<file path="src/rtl/core/assert_macros.svh">
// Assertion macros shared by the RTL of the HSV adjust block.
// No dependencies; the bodies are empty when SYNTHESIS is defined.
`ifndef ASSERT_MACROS_SVH
`define ASSERT_MACROS_SVH
`ifndef SYNTHESIS
`define ASSERT_PROP(lbl, clk, rst_n, prop) \
	lbl: assert property (@(posedge clk) disable iff (!rst_n) prop) else $error("%m: check failed");
`define ASSERT_NEVER(lbl, clk, rst_n, cond) \
	lbl: assert property (@(posedge clk) disable iff (!rst_n) !(cond)) else $error("%m: forbidden condition");
`else
`define ASSERT_PROP(lbl, clk, rst_n, prop)
`define ASSERT_NEVER(lbl, clk, rst_n, cond)
`endif
`endif

</file>
<file path="src/rtl/core/phsv_pkg.sv">
// Package for the HSV adjust block: pixel and config types, widths, codes.
// No dependencies.
package phsv_pkg;

	localparam int CH_W       = 8;
	localparam int FRAC_W     = 12;
	localparam int UNIT_W     = FRAC_W + 1;   // 0..4096
	localparam int HUE_W      = FRAC_W + 3;   // sector 0..5 plus fraction
	localparam int SCALE_W    = 10;
	localparam int FLOOR_W    = 9;
	localparam int CFG_IDX_W  = 8;
	localparam int CFG_DATA_W = 10;
	localparam int DIV_NUM_W  = CH_W + FRAC_W;
	localparam int DIV_QUO_W  = UNIT_W;
	localparam int SECT_W     = 3;

	localparam logic [UNIT_W-1:0] UNIT_ONE = UNIT_W'(1 << FRAC_W);

	typedef struct packed {
		logic [CH_W-1:0] in_alpha;
		logic [CH_W-1:0] in_red;
		logic [CH_W-1:0] in_green;
		logic [CH_W-1:0] in_blue;
	} pix_in_t;

	typedef struct packed {
		logic [CH_W-1:0] out_alpha;
		logic [CH_W-1:0] out_red;
		logic [CH_W-1:0] out_green;
		logic [CH_W-1:0] out_blue;
	} pix_out_t;

	typedef struct packed {
		logic [SCALE_W-1:0] sat_scale;
		logic [SCALE_W-1:0] val_scale;
		logic [FLOOR_W-1:0] sat_floor;
		logic [FLOOR_W-1:0] val_floor;
	} cfg_t;

	typedef enum logic [CFG_IDX_W-1:0] {
		CFG_SAT_SCALE = 8'd0,
		CFG_VAL_SCALE = 8'd1,
		CFG_SAT_FLOOR = 8'd2,
		CFG_VAL_FLOOR = 8'd3
	} cfg_idx_t;

	localparam logic [SECT_W-1:0] SECT_RED   = 3'd0;
	localparam logic [SECT_W-1:0] SECT_GREEN = 3'd2;
	localparam logic [SECT_W-1:0] SECT_BLUE  = 3'd4;
	localparam logic [SECT_W-1:0] SECT_WRAP  = 3'd6;

	// what rides along the hue divider
	typedef struct packed {
		logic [CH_W-1:0]   alpha;
		logic [UNIT_W-1:0] v;
		logic [SECT_W-1:0] base;
		logic              neg;
		logic              d_zero;
	} hue_side_t;

endpackage

</file>
<file path="src/rtl/core/phsv_front.sv">
// Input stage: max/min of the channels, value, divider numerators.
// Depends on phsv_pkg.
module phsv_front import phsv_pkg::*; (
	input  logic                 clk,
	input  logic                 arst_n,
	input  logic                 take,
	input  pix_in_t              pixel,
	output logic                 vld_s1,
	output logic [DIV_NUM_W-1:0] sat_num_s1,
	output logic [CH_W-1:0]      mx_s1,
	output logic                 mx_zero_s1,
	output logic [DIV_NUM_W-1:0] hue_num_s1,
	output logic [CH_W-1:0]      d_s1,
	output hue_side_t            side_s1
);

	logic [CH_W-1:0]   r, g, b, mx, mn, d, p;
	logic [UNIT_W-1:0] y;
	logic [4:0]        q0;
	logic [8:0]        rm;
	logic [UNIT_W-1:0] v;
	logic [SECT_W-1:0] base;
	logic              neg;

	always_comb begin
		r = pixel.in_red;
		g = pixel.in_green;
		b = pixel.in_blue;
		mx = r;
		if (g > mx) mx = g;
		if (b > mx) mx = b;
		mn = r;
		if (g < mn) mn = g;
		if (b < mn) mn = b;
		d = mx - mn;
		// mx/255 rounded: mx*16 plus (mx*16 + 127) / 255 by shift and one fixup
		y = {1'b0, mx, 4'b0} + UNIT_W'(127);
		q0 = y[12:8];
		rm = {1'b0, y[7:0]} + {4'b0, q0};
		v = {1'b0, mx, 4'b0} + UNIT_W'(q0) + UNIT_W'(rm >= 9'd255);
		if (r == mx) begin
			base = SECT_RED;
			neg = g < b;
			p = neg ? b - g : g - b;
		end else if (g == mx) begin
			base = SECT_GREEN;
			neg = b < r;
			p = neg ? r - b : b - r;
		end else begin
			base = SECT_BLUE;
			neg = r < g;
			p = neg ? g - r : r - g;
		end
	end

	always_ff @(posedge clk or negedge arst_n) begin
		if (!arst_n) begin
			vld_s1 <= 1'b0;
		end else begin
			vld_s1 <= take;
		end
	end

	always_ff @(posedge clk) begin
		sat_num_s1     <= {d, {FRAC_W{1'b0}}} + DIV_NUM_W'(mx >> 1);
		mx_s1          <= mx;
		mx_zero_s1     <= (mx == '0);
		hue_num_s1     <= {p, {FRAC_W{1'b0}}};
		d_s1           <= d;
		side_s1.alpha  <= pixel.in_alpha;
		side_s1.v      <= v;
		side_s1.base   <= base;
		side_s1.neg    <= neg;
		side_s1.d_zero <= (d == '0);
	end

endmodule

</file>
<file path="src/rtl/core/phsv_div.sv">
// Pipelined restoring divider, one quotient bit per register stage.
// Quotient must fit in QUO_W bits. Depends on phsv_pkg for defaults.
module phsv_div import phsv_pkg::*; #(
	parameter int NUM_W  = DIV_NUM_W,
	parameter int DEN_W  = CH_W,
	parameter int QUO_W  = DIV_QUO_W,
	parameter int SIDE_W = 1
) (
	input  logic              clk,
	input  logic              arst_n,
	input  logic              in_vld,
	input  logic [NUM_W-1:0]  num,
	input  logic [DEN_W-1:0]  den,
	input  logic [SIDE_W-1:0] side,
	output logic              out_vld,
	output logic [QUO_W-1:0]  quo,
	output logic [SIDE_W-1:0] side_out
);

	logic              vld_s  [1:QUO_W];
	logic [DEN_W-1:0]  rem_s  [1:QUO_W];
	logic [QUO_W-1:0]  nq_s   [1:QUO_W];
	logic [DEN_W-1:0]  den_s  [1:QUO_W];
	logic [SIDE_W-1:0] side_s [1:QUO_W];

	for (genvar k = 1; k <= QUO_W; k++) begin : g_stage
		logic              prev_vld;
		logic [DEN_W-1:0]  prev_rem;
		logic [QUO_W-1:0]  prev_nq;
		logic [DEN_W-1:0]  prev_den;
		logic [SIDE_W-1:0] prev_side;
		logic [DEN_W:0]    r2;
		logic [DEN_W:0]    diff;
		logic              ge;

		if (k == 1) begin : g_first
			assign prev_vld  = in_vld;
			assign prev_rem  = DEN_W'(num[NUM_W-1:QUO_W]);
			assign prev_nq   = num[QUO_W-1:0];
			assign prev_den  = den;
			assign prev_side = side;
		end else begin : g_next
			assign prev_vld  = vld_s[k-1];
			assign prev_rem  = rem_s[k-1];
			assign prev_nq   = nq_s[k-1];
			assign prev_den  = den_s[k-1];
			assign prev_side = side_s[k-1];
		end

		// shift in the next numerator bit, subtract when it fits
		assign r2   = {prev_rem, prev_nq[QUO_W-1]};
		assign ge   = r2 >= {1'b0, prev_den};
		assign diff = r2 - {1'b0, prev_den};

		always_ff @(posedge clk or negedge arst_n) begin
			if (!arst_n) begin
				vld_s[k] <= 1'b0;
			end else begin
				vld_s[k] <= prev_vld;
			end
		end

		always_ff @(posedge clk) begin
			rem_s[k]  <= ge ? diff[DEN_W-1:0] : r2[DEN_W-1:0];
			nq_s[k]   <= {prev_nq[QUO_W-2:0], ge};
			den_s[k]  <= prev_den;
			side_s[k] <= prev_side;
		end
	end

	assign out_vld  = vld_s[QUO_W];
	assign quo      = nq_s[QUO_W];
	assign side_out = side_s[QUO_W];

endmodule

</file>
<file path="src/rtl/core/phsv_back.sv">
// Back end: hue assembly, scale/floor/clamp, HSV to RGB, rounding.
// Four register stages. Depends on phsv_pkg.
module phsv_back import phsv_pkg::*; (
	input  logic                 clk,
	input  logic                 arst_n,
	input  logic                 in_vld,
	input  logic [DIV_QUO_W-1:0] s_quo,
	input  logic                 mx_zero,
	input  logic [DIV_QUO_W-1:0] h_quo,
	input  hue_side_t            side,
	input  cfg_t                 cfg,
	output logic                 done,
	output pix_out_t             result
);

	function automatic logic [UNIT_W-1:0] adjust(input logic [UNIT_W-1:0] x,
			input logic [SCALE_W-1:0] scale, input logic [FLOOR_W-1:0] flr);
		logic [UNIT_W+SCALE_W-1:0] prod;
		logic [UNIT_W+1:0]         yy;
		logic [UNIT_W+1:0]         lo;
		prod = x * scale + (UNIT_W+SCALE_W)'(128);
		yy = prod[UNIT_W+SCALE_W-1:8];
		lo = {2'b0, flr, 4'b0};
		if (yy < lo) yy = lo;
		if (yy > (UNIT_W+2)'(UNIT_ONE)) yy = (UNIT_W+2)'(UNIT_ONE);
		return yy[UNIT_W-1:0];
	endfunction

	function automatic logic [CH_W-1:0] to_channel(input logic [UNIT_W-1:0] c);
		logic [UNIT_W-1:0] cc;
		logic [20:0]       t;
		cc = (c > UNIT_ONE) ? UNIT_ONE : c;
		t = ({cc, 8'b0} - 21'(cc)) + 21'd2048;
		return t[19:12];
	endfunction

	// stage 15
	logic              vld_s15;
	logic [CH_W-1:0]   alpha_s15;
	logic [HUE_W-1:0]  h_s15;
	logic [UNIT_W-1:0] s_s15, v_s15;
	logic [HUE_W-1:0]  h_next;
	logic [SECT_W-1:0] top_sect;

	always_comb begin
		top_sect = (side.base == SECT_RED) ? SECT_WRAP : side.base;
		if (side.d_zero) begin
			h_next = '0;
		end else if (side.neg) begin
			h_next = {top_sect, {FRAC_W{1'b0}}} - HUE_W'(h_quo);
		end else begin
			h_next = {side.base, {FRAC_W{1'b0}}} + HUE_W'(h_quo);
		end
	end

	// stage 16
	logic              vld_s16;
	logic [CH_W-1:0]   alpha_s16;
	logic [UNIT_W-1:0] c_s16, v_s16, w_s16;
	logic [SECT_W-1:0] i_s16;
	logic [2*UNIT_W-1:0] vs_prod;
	logic [FRAC_W-1:0] f15;

	assign vs_prod = v_s15 * s_s15 + (2*UNIT_W)'(2048);
	assign f15     = h_s15[FRAC_W-1:0];

	// stage 17
	logic              vld_s17;
	logic [CH_W-1:0]   alpha_s17;
	logic [UNIT_W-1:0] c_s17, x_s17, m_s17;
	logic [SECT_W-1:0] i_s17;
	logic [2*UNIT_W-1:0] cw_prod;

	assign cw_prod = c_s16 * w_s16 + (2*UNIT_W)'(2048);

	// stage 18
	logic              vld_s18;
	pix_out_t          res_s18;
	logic [UNIT_W-1:0] rr, gg, bb;

	always_comb begin
		rr = '0;
		gg = '0;
		bb = '0;
		case (i_s17)
			3'd0: begin rr = c_s17; gg = x_s17; end
			3'd1: begin rr = x_s17; gg = c_s17; end
			3'd2: begin gg = c_s17; bb = x_s17; end
			3'd3: begin gg = x_s17; bb = c_s17; end
			3'd4: begin rr = x_s17; bb = c_s17; end
			default: begin rr = c_s17; bb = x_s17; end
		endcase
	end

	always_ff @(posedge clk or negedge arst_n) begin
		if (!arst_n) begin
			vld_s15 <= 1'b0;
			vld_s16 <= 1'b0;
			vld_s17 <= 1'b0;
			vld_s18 <= 1'b0;
		end else begin
			vld_s15 <= in_vld;
			vld_s16 <= vld_s15;
			vld_s17 <= vld_s16;
			vld_s18 <= vld_s17;
		end
	end

	always_ff @(posedge clk) begin
		alpha_s15 <= side.alpha;
		h_s15     <= h_next;
		s_s15     <= adjust(mx_zero ? '0 : s_quo, cfg.sat_scale, cfg.sat_floor);
		v_s15     <= adjust(side.v, cfg.val_scale, cfg.val_floor);

		alpha_s16 <= alpha_s15;
		c_s16     <= vs_prod[FRAC_W+UNIT_W-1:FRAC_W];
		v_s16     <= v_s15;
		i_s16     <= h_s15[HUE_W-1:FRAC_W];
		w_s16     <= h_s15[FRAC_W] ? UNIT_ONE - UNIT_W'(f15) : UNIT_W'(f15);

		alpha_s17 <= alpha_s16;
		c_s17     <= c_s16;
		x_s17     <= cw_prod[FRAC_W+UNIT_W-1:FRAC_W];
		m_s17     <= v_s16 - c_s16;
		i_s17     <= i_s16;

		res_s18.out_alpha <= alpha_s17;
		res_s18.out_red   <= to_channel(rr + m_s17);
		res_s18.out_green <= to_channel(gg + m_s17);
		res_s18.out_blue  <= to_channel(bb + m_s17);
	end

	assign done   = vld_s18;
	assign result = res_s18;

endmodule

</file>
<file path="src/rtl/core/pixel_hsv_adjust.sv">
// Pixel HSV saturation/value adjust, ARGB8888 in and out.
// done strobes once a taken start has passed through 1 input stage,
// 13 divider stages at one quotient bit each and 4 back-end stages.
// Throughput: one pixel per clock; busy stays low, results cannot be held.
// Reset clears the valid pipeline and loads the default scale and floor.
`include "assert_macros.svh"
module pixel_hsv_adjust import phsv_pkg::*; (
	input  logic                  clk,
	input  logic                  arst_n,
	input  logic                  start,
	output logic                  busy,
	input  pix_in_t               pixel,
	input  logic                  cfg_valid,
	output logic                  cfg_ready,
	input  logic [CFG_IDX_W-1:0]  cfg_index,
	input  logic [CFG_DATA_W-1:0] cfg_data,
	output logic                  done,
	output pix_out_t              result
);

	cfg_t cfg_q;

	always_ff @(posedge clk or negedge arst_n) begin
		if (!arst_n) begin
			cfg_q.sat_scale <= SCALE_W'(256);
			cfg_q.val_scale <= SCALE_W'(256);
			cfg_q.sat_floor <= '0;
			cfg_q.val_floor <= '0;
		end else if (cfg_valid && cfg_ready) begin
			case (cfg_idx_t'(cfg_index))
				CFG_SAT_SCALE: cfg_q.sat_scale <= cfg_data;
				CFG_VAL_SCALE: cfg_q.val_scale <= cfg_data;
				CFG_SAT_FLOOR: cfg_q.sat_floor <= cfg_data[FLOOR_W-1:0];
				CFG_VAL_FLOOR: cfg_q.val_floor <= cfg_data[FLOOR_W-1:0];
				default: ;   // drop writes to unknown registers
			endcase
		end
	end

	assign busy      = 1'b0;
	assign cfg_ready = 1'b1;

	logic                 vld_s1, mx_zero_s1;
	logic [DIV_NUM_W-1:0] sat_num_s1, hue_num_s1;
	logic [CH_W-1:0]      mx_s1, d_s1;
	hue_side_t            side_s1;

	phsv_front u_front (
		.clk        (clk),
		.arst_n     (arst_n),
		.take       (start && !busy),
		.pixel      (pixel),
		.vld_s1     (vld_s1),
		.sat_num_s1 (sat_num_s1),
		.mx_s1      (mx_s1),
		.mx_zero_s1 (mx_zero_s1),
		.hue_num_s1 (hue_num_s1),
		.d_s1       (d_s1),
		.side_s1    (side_s1)
	);

	logic                      sat_vld, hue_vld, sat_mx_zero;
	logic [DIV_QUO_W-1:0]      sat_quo, hue_quo;
	logic [$bits(hue_side_t)-1:0] hue_side_bits;
	hue_side_t                 hue_side;

	phsv_div #(
		.NUM_W  (DIV_NUM_W),
		.DEN_W  (CH_W),
		.QUO_W  (DIV_QUO_W),
		.SIDE_W (1)
	) u_sat_div (
		.clk      (clk),
		.arst_n   (arst_n),
		.in_vld   (vld_s1),
		.num      (sat_num_s1),
		.den      (mx_s1),
		.side     (mx_zero_s1),
		.out_vld  (sat_vld),
		.quo      (sat_quo),
		.side_out (sat_mx_zero)
	);

	phsv_div #(
		.NUM_W  (DIV_NUM_W),
		.DEN_W  (CH_W),
		.QUO_W  (DIV_QUO_W),
		.SIDE_W ($bits(hue_side_t))
	) u_hue_div (
		.clk      (clk),
		.arst_n   (arst_n),
		.in_vld   (vld_s1),
		.num      (hue_num_s1),
		.den      (d_s1),
		.side     (side_s1),
		.out_vld  (hue_vld),
		.quo      (hue_quo),
		.side_out (hue_side_bits)
	);

	assign hue_side = hue_side_t'(hue_side_bits);

	phsv_back u_back (
		.clk     (clk),
		.arst_n  (arst_n),
		.in_vld  (sat_vld),
		.s_quo   (sat_quo),
		.mx_zero (sat_mx_zero),
		.h_quo   (hue_quo),
		.side    (hue_side),
		.cfg     (cfg_q),
		.done    (done),
		.result  (result)
	);

	`ASSERT_PROP(a_div_lanes_aligned, clk, arst_n, sat_vld == hue_vld)
	`ASSERT_NEVER(a_black_not_gray, clk, arst_n, sat_vld && sat_mx_zero && !hue_side.d_zero)
	`ASSERT_PROP(a_back_latency, clk, arst_n, sat_vld |-> ##4 done)

endmodule
</file>
<file path="config.mk">
export PLATFORM = sky130hd
export DESIGN_NAME = pixel_hsv_adjust
export DESIGN_NICKNAME = d
export VERILOG_FILES = /design/src/rtl/core/phsv_pkg.sv /design/src/rtl/core/phsv_front.sv /design/src/rtl/core/phsv_div.sv /design/src/rtl/core/phsv_back.sv /design/src/rtl/core/pixel_hsv_adjust.sv
export VERILOG_INCLUDE_DIRS = /design/src /design/src/rtl/core
export SDC_FILE = /design/constraint.sdc
export NUM_CORES = 2
export LEC_CHECK = 0
export BUFFER_PORTS_ARGS = -buffer_cell sky130_fd_sc_hd__buf_2
export CAP_MARGIN = 25
export CORE_ASPECT_RATIO = 1.2
export CORE_MARGIN = 10
export CORE_UTILIZATION = 65
export CTS_CLUSTER_SIZE = 10
export DETAILED_ROUTE_END_ITERATION = 12
export PLACE_DENSITY = 0.83
export SLEW_MARGIN = 10
export SYNTH_ARGS = -nofsm -noshare
export SYNTH_HDL_FRONTEND = slang
export SYNTH_SLANG_ARGS = --single-unit
</file>
<file path="constraint.sdc">
create_clock -name clk -period 23.2 [get_ports clk]
set_input_delay 1.16 -clock clk [delete_from_list [all_inputs] [get_ports clk]]
set_output_delay 1.16 -clock clk [all_outputs]
set_load 0.1 [all_outputs]
</file>
# ---- After elaboration in Yosys (flattened, before gate mapping)
# Memories as Yosys holds them, arrays and structs flattened.
# Index checks and enable logic that the tools add are counted.
# W data, S select, Z words.
dict set report classes {
  addsub 55
  multipliers 4
  magnitude_cmp 41
  n_eq_ne 9
  mux 50
  reduce_logical 15
}
# cell n
set op_table {}
lappend op_table {{$mux W8} 35}
lappend op_table {{$sub A8 B8 Y8} 33}
lappend op_table {{$ge A9 B8 Y1} 24}
lappend op_table {{$pmux W13 S2} 3}
lappend op_table {{$add A20 B12 Y20 const B} 3}
lappend op_table {{$sub A20 B13 Y20} 3}
lappend op_table {{$mux W13} 4}
lappend op_table {{$add A25 B12 Y25 const B} 2}
lappend op_table {{$mul A13 B13 Y25} 2}
lappend op_table {{$add A23 B8 Y23 const B} 2}
lappend op_table {{$mul A13 B10 Y23} 2}
lappend op_table {{$mux W15} 3}
lappend op_table {{$lt A8 B8 Y1} 5}
lappend op_table {{$add A13 B13 Y13} 3}
lappend op_table {{$gt A13 B13 Y1 const B} 3}
lappend op_table {{$gt A15 B13 Y1 const B} 2}
lappend op_table {{$lt A15 B13 Y1} 2}
lappend op_table {{$logic_not A8 Y1} 3}
lappend op_table {{$add A20 B7 Y20} 1}
lappend op_table {{$eq A8 B2 Y1 const B} 2}
lappend op_table {{$eq A8 B8 Y1} 2}
lappend op_table {{$ge A8 B8 Y1} 2}
lappend op_table {{$gt A8 B8 Y1} 2}
lappend op_table {{$add A15 B13 Y15} 1}
lappend op_table {{18 further kinds} 30}
dict set report totals {
  reg_bits 308
  mem_bits_rw 1105
  word_cells 233
  n_memories 8
}
# memory words word_bits rd rd_ports_with_merged_regs write_ports line_no
set mem_list {}
lappend mem_list {u_hue_div.side_s 13 26 13 0 13 phsv_div.sv:24} ;# logic [SIDE_W-1:0] side_s [1:QUO_W];
lappend mem_list {u_hue_div.nq_s 13 13 13 0 13 phsv_div.sv:22} ;# logic [QUO_W-1:0] nq_s [1:QUO_W];
lappend mem_list {u_sat_div.nq_s 13 13 13 0 13 phsv_div.sv:22}
lappend mem_list {u_hue_div.den_s 13 8 12 0 13 phsv_div.sv:23} ;# logic [DEN_W-1:0] den_s [1:QUO_W];
lappend mem_list {u_hue_div.rem_s 13 8 12 0 13 phsv_div.sv:21} ;# logic [DEN_W-1:0] rem_s [1:QUO_W];
lappend mem_list {u_sat_div.den_s 13 8 12 0 13 phsv_div.sv:23}
lappend mem_list {{+2 memories} -- -- -- -- -- --}

# ---- Longest topological paths before layout
dict set report depth {
  ltp_word 8
  depth_mapped 36
  depth_no_buf 34
}

# ---- By module
# A second synthesis with hierarchy kept.
dict set report unflattened {
  cells_unflattened 6710
  area_unflattened_um2 68837.3
}
# mod instances cells_each area_each_um2 seq_area_each_um2
set modules_own_cells {}
lappend modules_own_cells {phsv_back 1 3360 29074.1 3723.6}
lappend modules_own_cells {{phsv_div at u_hue_div} 1 1490 19741.4 14318.7}
lappend modules_own_cells {{phsv_div at u_sat_div} 1 1165 13235.2 7812.5}
lappend modules_own_cells {phsv_front 1 607 5283.8 1026.0}
lappend modules_own_cells {pixel_hsv_adjust 1 88 1502.7 953.4}

# ---- Least setup slack after synthesis
# Ideal clock, no wire load.
dict set report synth_timing {
  path_type {input-to-reg}
  from {input port pixel[14] (netlist name)}
  to {register u_front.side_s1[13] (netlist name)}
  setup_time_ps 72
  arrival_time_ps 8121
  slack_ps 15007
  stages 31
  n_path_buf 2
  path_cell_list {clkbuf_1 -> inv_1 -> ha_1 -> o21a_1 -> a21o_1 -> o22ai_2 -> buf_6 -> mux2i_2 -> ha_1 -> and4_1 -> a221o_1 -> a22oi_1 -> o21ai_4 -> o21ai_0 -> ha_1 -> and2_1 -> a21oi_1 -> xor2_1 -> mux2i_1 -> inv_1 -> ha_1 -> nor4_1 -> a31oi_1 -> and3b_1 -> o31a_1 -> ha_1 -> ha_1 -> nor4b_1 -> nor2_1 -> nor4_1 -> xnor2_1}
}
dict set report synth_between {
  elab_chain_len 8
  word_cells_on_any_way 9
  classes_between {add/sub: 4; order compare: 3; mux: 2}
}
# item line_no
set synth_lines {}
lappend synth_lines {{from (decl)} pixel_hsv_adjust.sv:12} ;# input pix_in_t pixel,
lappend synth_lines {{$gt A8 B8 Y1} phsv_front.sv:30} ;# if (g > mx) mx = g;
lappend synth_lines {{$mux W8 (*)} phsv_front.sv:30}
lappend synth_lines {{$gt A8 B8 Y1} phsv_front.sv:31} ;# if (b > mx) mx = b;
lappend synth_lines {{$mux W8 (*)} phsv_front.sv:31}
lappend synth_lines {{$add A12 B7 Y13} phsv_front.sv:37} ;# y = {1'b0, mx, 4'b0} + UNIT_W'(127);
lappend synth_lines {{$add A8 B5 Y9} phsv_front.sv:39} ;# rm = {1'b0, y[7:0]} + {4'b0, q0};
lappend synth_lines {{$ge A9 B8 Y1} phsv_front.sv:40} ;# v = {1'b0, mx, 4'b0} + UNIT_W'(q0) + UNIT_W'(rm >= 9'd255);
lappend synth_lines {{$add A13 B1 Y13 (*)} phsv_front.sv:40}
lappend synth_lines {{net u_front.v[8]} phsv_front.sv:21} ;# logic [UNIT_W-1:0] v;
# The timed path passes the listed nets; every way through them passes the cells marked *.
# A chain may end at the register's enable or synchronous reset.

# ---- Final worst setup path
dict set report layout_timing {
  from {input port pixel[13] (netlist name)}
  to {register u_front.side_s1[13] (netlist name)}
}
dict set report layout_between {
  elab_chain_len 8
  word_cells_on_any_way 9
  classes_between {add/sub: 4; order compare: 3; mux: 2}
}
# item line_no
set layout_lines {}
lappend layout_lines {{$gt A8 B8 Y1} phsv_front.sv:30}
lappend layout_lines {{$mux W8 (*)} phsv_front.sv:30}
lappend layout_lines {{$gt A8 B8 Y1} phsv_front.sv:31}
lappend layout_lines {{$mux W8 (*)} phsv_front.sv:31}
lappend layout_lines {{$add A12 B7 Y13} phsv_front.sv:37}
lappend layout_lines {{$add A8 B5 Y9} phsv_front.sv:39}
lappend layout_lines {{$ge A9 B8 Y1} phsv_front.sv:40}
lappend layout_lines {{$add A13 B1 Y13 (*)} phsv_front.sv:40}
lappend layout_lines {{net u_front.v[8]} phsv_front.sv:21}
# Marked as above.

==> summary.md <==
| Metric | Value |
|---|---|
| Status | finished, final reports clean |
| RSZ-0062 raised after global routing | no |
| Setup slack, reg-to-reg | 14.38 ns |
| Leak | 33.99 nW |
| Initial Util | 65.31% |
| Fin crit period | 8.939 ns |
| CTS tree | built |
| Fin. max-slew vios | 0 |
| Crit path from | pixel[13] |
| Finished Layout Cells | 7,905 |
| Post-synthesis cell count | 6,514 |
| Crit path to | u_front.side_s1[13] |
| Reg power frac | 33.0% |
| Clock power share | 20.0% |
| Worst slew pin tran | 0.9629 ns |
| H-tree depth | 4 |
| Fillers | 6,775 |
| Logic pwr share | 47.0% |
| Worst EP arrival | 9.62 ns |
| Later-pin clock latency in the skew report | 0.76 ns |
| Post-DP HPWL | 98,710 µm |
| Wire per inst | 17.25 µm |
| Setup TNS Final | 0 ns |
| Hold_buf cts | 0 |
| Post-route DRC | 0 |
| Vias/cell | 5.657 |
| Internal power | 5.961 mW |
| First-pass GRT wire length | 228,600 µm |
| Hold depth | 0 |
| Slowest cell on crit path | o22ai_2 |
| # clock sinks | 1,191 |
| Most frequent cells in the layout | dfxtp_1 (1,134), inv_1 (933), nand2_1 (712), ha_1 (679), fa_1 (449) |
| Switching share of total power | 40.68% |
| Number of antenna diodes | 0 |
| Detailed Routing Iterations Pass 1 | 7 |
| Most common cell after layout, fill and taps aside | dfxtp_1 |
| PostCTS Resize Cnt | 0 |
| Tcrit/Tclk final | 38.53% |
| Reg area | 24,130 µm² |
| Max-cap violations | 0 |
| Iteration-0 DRC Markers | 2,737 |
| Initial antenna violation count | 2 |
| CTS root buf | clkbuf_16 |
| DR vias | 44,720 |
| Maximum clock path buffer count | 3 |
| CP startpoint kind | primary input |
| Syn_area_per_cell | 9.847 µm² |
| EDFF count, synth | 0 |
| Vias in the first global route | 48,120 |
| Total power after layout | 10.05 mW |
| Gr ovfl total | 0 |
| Worst-path fanout max | 28 |
| Crit path max-delay family | compound AO/OA/AOI/OAI gates |
| Synthesis-to-finish area growth | 8.883% |
| Fin Clk Skew | 0.07018 ns |
| Mapped Nets | 7,696 |
| Die W | 306.8 µm |
| Most frequent CP cell | ha_1 |
| Slew margin rel. | 35.81% |
| Multi-input gate area | 35,780 µm² |
| Input/output buffers | 86 |
| Buffers inserted by post-CTS timing repair | 0 |
| Pwr/cell area | 143.9 nW/µm² |
| Die Height | 364.1 µm |
| Routed wire length | 136,400 µm |
| Share of layout cells above drive strength 1 | 5.645% |
| Dpl cells | 7,720 |
| CP bufs+invs | 3 |
| Flops & latches, synth | 1,191 |
| Critical path class | in2reg |
| Worst hold path class | reg2reg |
| Post-synth ARST share | 4.702% |
| Seq/Total Area, Yosys | 37.61% |
| Setup Viol. Count Final | 0 |
| Cell Area, Synth | 64,150 µm² |
| GPL Wtd Cong | 0.9447 |
| Nets | 7,765 |
| Pin count of the biggest net entering global routing | 81 |
| Die footprint | 111,700 µm² |
| Clock transition at path regs | 0.06 ns |
| TritonCTS Buffers | 140 |
| Worst R2R Start | u_sat_div.side_s[13] |
| P_sw | 4.088 mW |
| Max VDD drop | 0.1183 mV |
| Yosys warning count | 0 |
| CP peak stage delay | 0.77 ns |
| Synth cell types | 98 |
| WP data required | 23.88 ns |
| CP Depth | 32 |
| Worst r2r path cells | 27 |
| Fmax | 111.9 MHz |
| Core area | 98,220 µm² |
| Gr usage total | 24.82% |
| Critical path endpoint category | flop |
| Core occupancy in the finished layout | 71.11% |
| Worst R2R End | u_back.s_s15[0] |
| Post-synth top flop | dfxtp_1 |
| I/O pins | 89 |
| Antenna Nets Post-Route | 0 |
| Final hold vios | 0 |
| FP Rows | 126 |
## power by group through the flow
| stage | logic (mW) | registers (mW) | clock network, mW |
|---|---|---|---|
| floorplan | 3.62 | 3.24 | 0 |
| detailed placement | 4.65 | 3.33 | 0 |
| CTS | 4.73 | 3.31 | 2.05 |
| global placement | 4.45 | 3.30 | 0 |
| finish | 4.72 | 3.32 | 2.01 |
| global route | 5.39 | 3.39 | 2.14 |
## area by class of cell
cell class | count | area share [%]
clock buffer | 164 | 5.247
clock inverter | 20 | 0.7739
timing repair buffer | 111 | 0.8850
inverter | 935 | 5.025
sequential | 1191 | 34.54
tap | 1280 | 2.293
multi-input combinational | 4204 | 51.23
## stage by stage
step | hold WS, ns | setup WS (ns) | instance area, µm²
floorplan | 0.3096 | 15.01 | 64150
global placement | 0.3097 | 13.66 | 65630
detailed placement | 0.3121 | 13.64 | 65630
CTS | 0.2701 | 14.35 | 69840
global route | 0.2671 | 13.59 | 69840
finish | 0.2720 | 14.26 | 69840
## flip-flops by register name, indices dropped and copies added, names as in the netlist, 15 cells and up
register and cells:
u_sat_div.nq_s 106, u_hue_div.nq_s 91, u_front.side_s1 25, u_sat_div.den_s 81, u_hue_div.den_s 96, u_back.result 32, cfg_q 38, u_sat_div.rem_s 96
u_hue_div.rem_s 96, u_back.h_s15 15, u_hue_div.side_s 325
## layer usage
| metal | wire length [µm] | share of wire [%] | track usage (%) | up-vias |
|---|---|---|---|---|
| met3 | 6798 | 5.0 | 4.474 | 538 |
| met2 | 70770 | 52 | 46.37 | 1334 |
| met4 | 7286 | 5.3 | 13.37 | 2 |
| li1 | - | - | - | 21250 |
| met5 | 16 | 0.012 | 0 | - |
| met1 | 51490 | 38 | 26.17 | 21590 |
## kinds of logic after synthesis
kind of cell,after synthesis,share of synthesized area (%)
other cells,2,0.01171
fa+ha+maj,1130,27.29
mux,145,2.407
simple gates,1694,12.64
buf+inv,1119,6.618
xor+xnor,268,3.659
flops,1191,37.61
compound gates,965,9.764
## worst register-to-register path, cell delays in order (launching register included)
cell       delay (ns)
dfxtp_1          0.47
nor2b_1          0.76
nand2_1          0.21
fa_1             0.60
fa_1             0.44
fa_1             0.49
inv_1            0.06
fa_1             0.50
fa_1             0.49
ha_1             0.37
o2111ai_1        0.15
o21a_1           0.25
a211oi_1         0.41
o21ai_1          0.24
o21ai_0          0.32
xor2_1           0.36
ha_1             0.21
nand4_1          0.08
nor2_1           0.14
a221oi_1         0.09
o21ai_0          0.11
nor3_1           0.07
a21oi_1          0.53
o21ai_0          0.17
a21boi_0         0.15
o211ai_1         0.52
a21oi_1          0.26
nor3b_1          0.21
## how the worst min path moves through the flow
stage / from / to / slack, ns
final: u_front.side_s1[21] / u_hue_div.side_s[1][21] / 0.27
after global routing: u_front.side_s1[21] / u_hue_div.side_s[1][21] / 0.27
after CTS: u_front.side_s1[21] / u_hue_div.side_s[1][21] / 0.27
after detailed placement: u_back.alpha_s15[2] / u_back.alpha_s16[2] / 0.31
after global placement: u_back.alpha_s16[0] / u_back.alpha_s17[0] / 0.31
after floorplan: u_hue_div.side_s[13][18] / u_back.alpha_s15[0] / 0.31
## cells in the mapped netlist, types with 26 or more instances
| cell type | number | share of area [%] |
|---|---|---|
| nand4_1 | 50 | 0.49 |
| nand2b_1 | 73 | 0.71 |
| clkbuf_1 | 164 | 0.96 |
| o211a_1 | 27 | 0.42 |
| o31ai_1 | 53 | 0.62 |
| xnor2_1 | 158 | 2.2 |
| a21boi_0 | 47 | 0.55 |
| xor2_1 | 110 | 1.5 |
| dfrtp_1 | 54 | 2.1 |
| inv_1 | 933 | 5.5 |
| and2_1 | 222 | 2.2 |
| ha_1 | 679 | 13 |
| a21o_1 | 58 | 0.68 |
| mux2_2 | 59 | 1.0 |
| o21a_1 | 34 | 0.40 |
| nand2_1 | 712 | 4.2 |
| a22o_1 | 26 | 0.35 |
| a21oi_1 | 203 | 1.6 |
| nor2_1 | 281 | 1.6 |
| mux2i_1 | 81 | 1.3 |
| nor3_1 | 51 | 0.40 |
| o21ai_0 | 309 | 2.4 |
| dfxtp_1 | 1135 | 35 |
| fa_1 | 449 | 14 |
| nor2b_1 | 131 | 1.3 |
| nand3_1 | 51 | 0.40 |
Power figures use the tool's default switching activity.
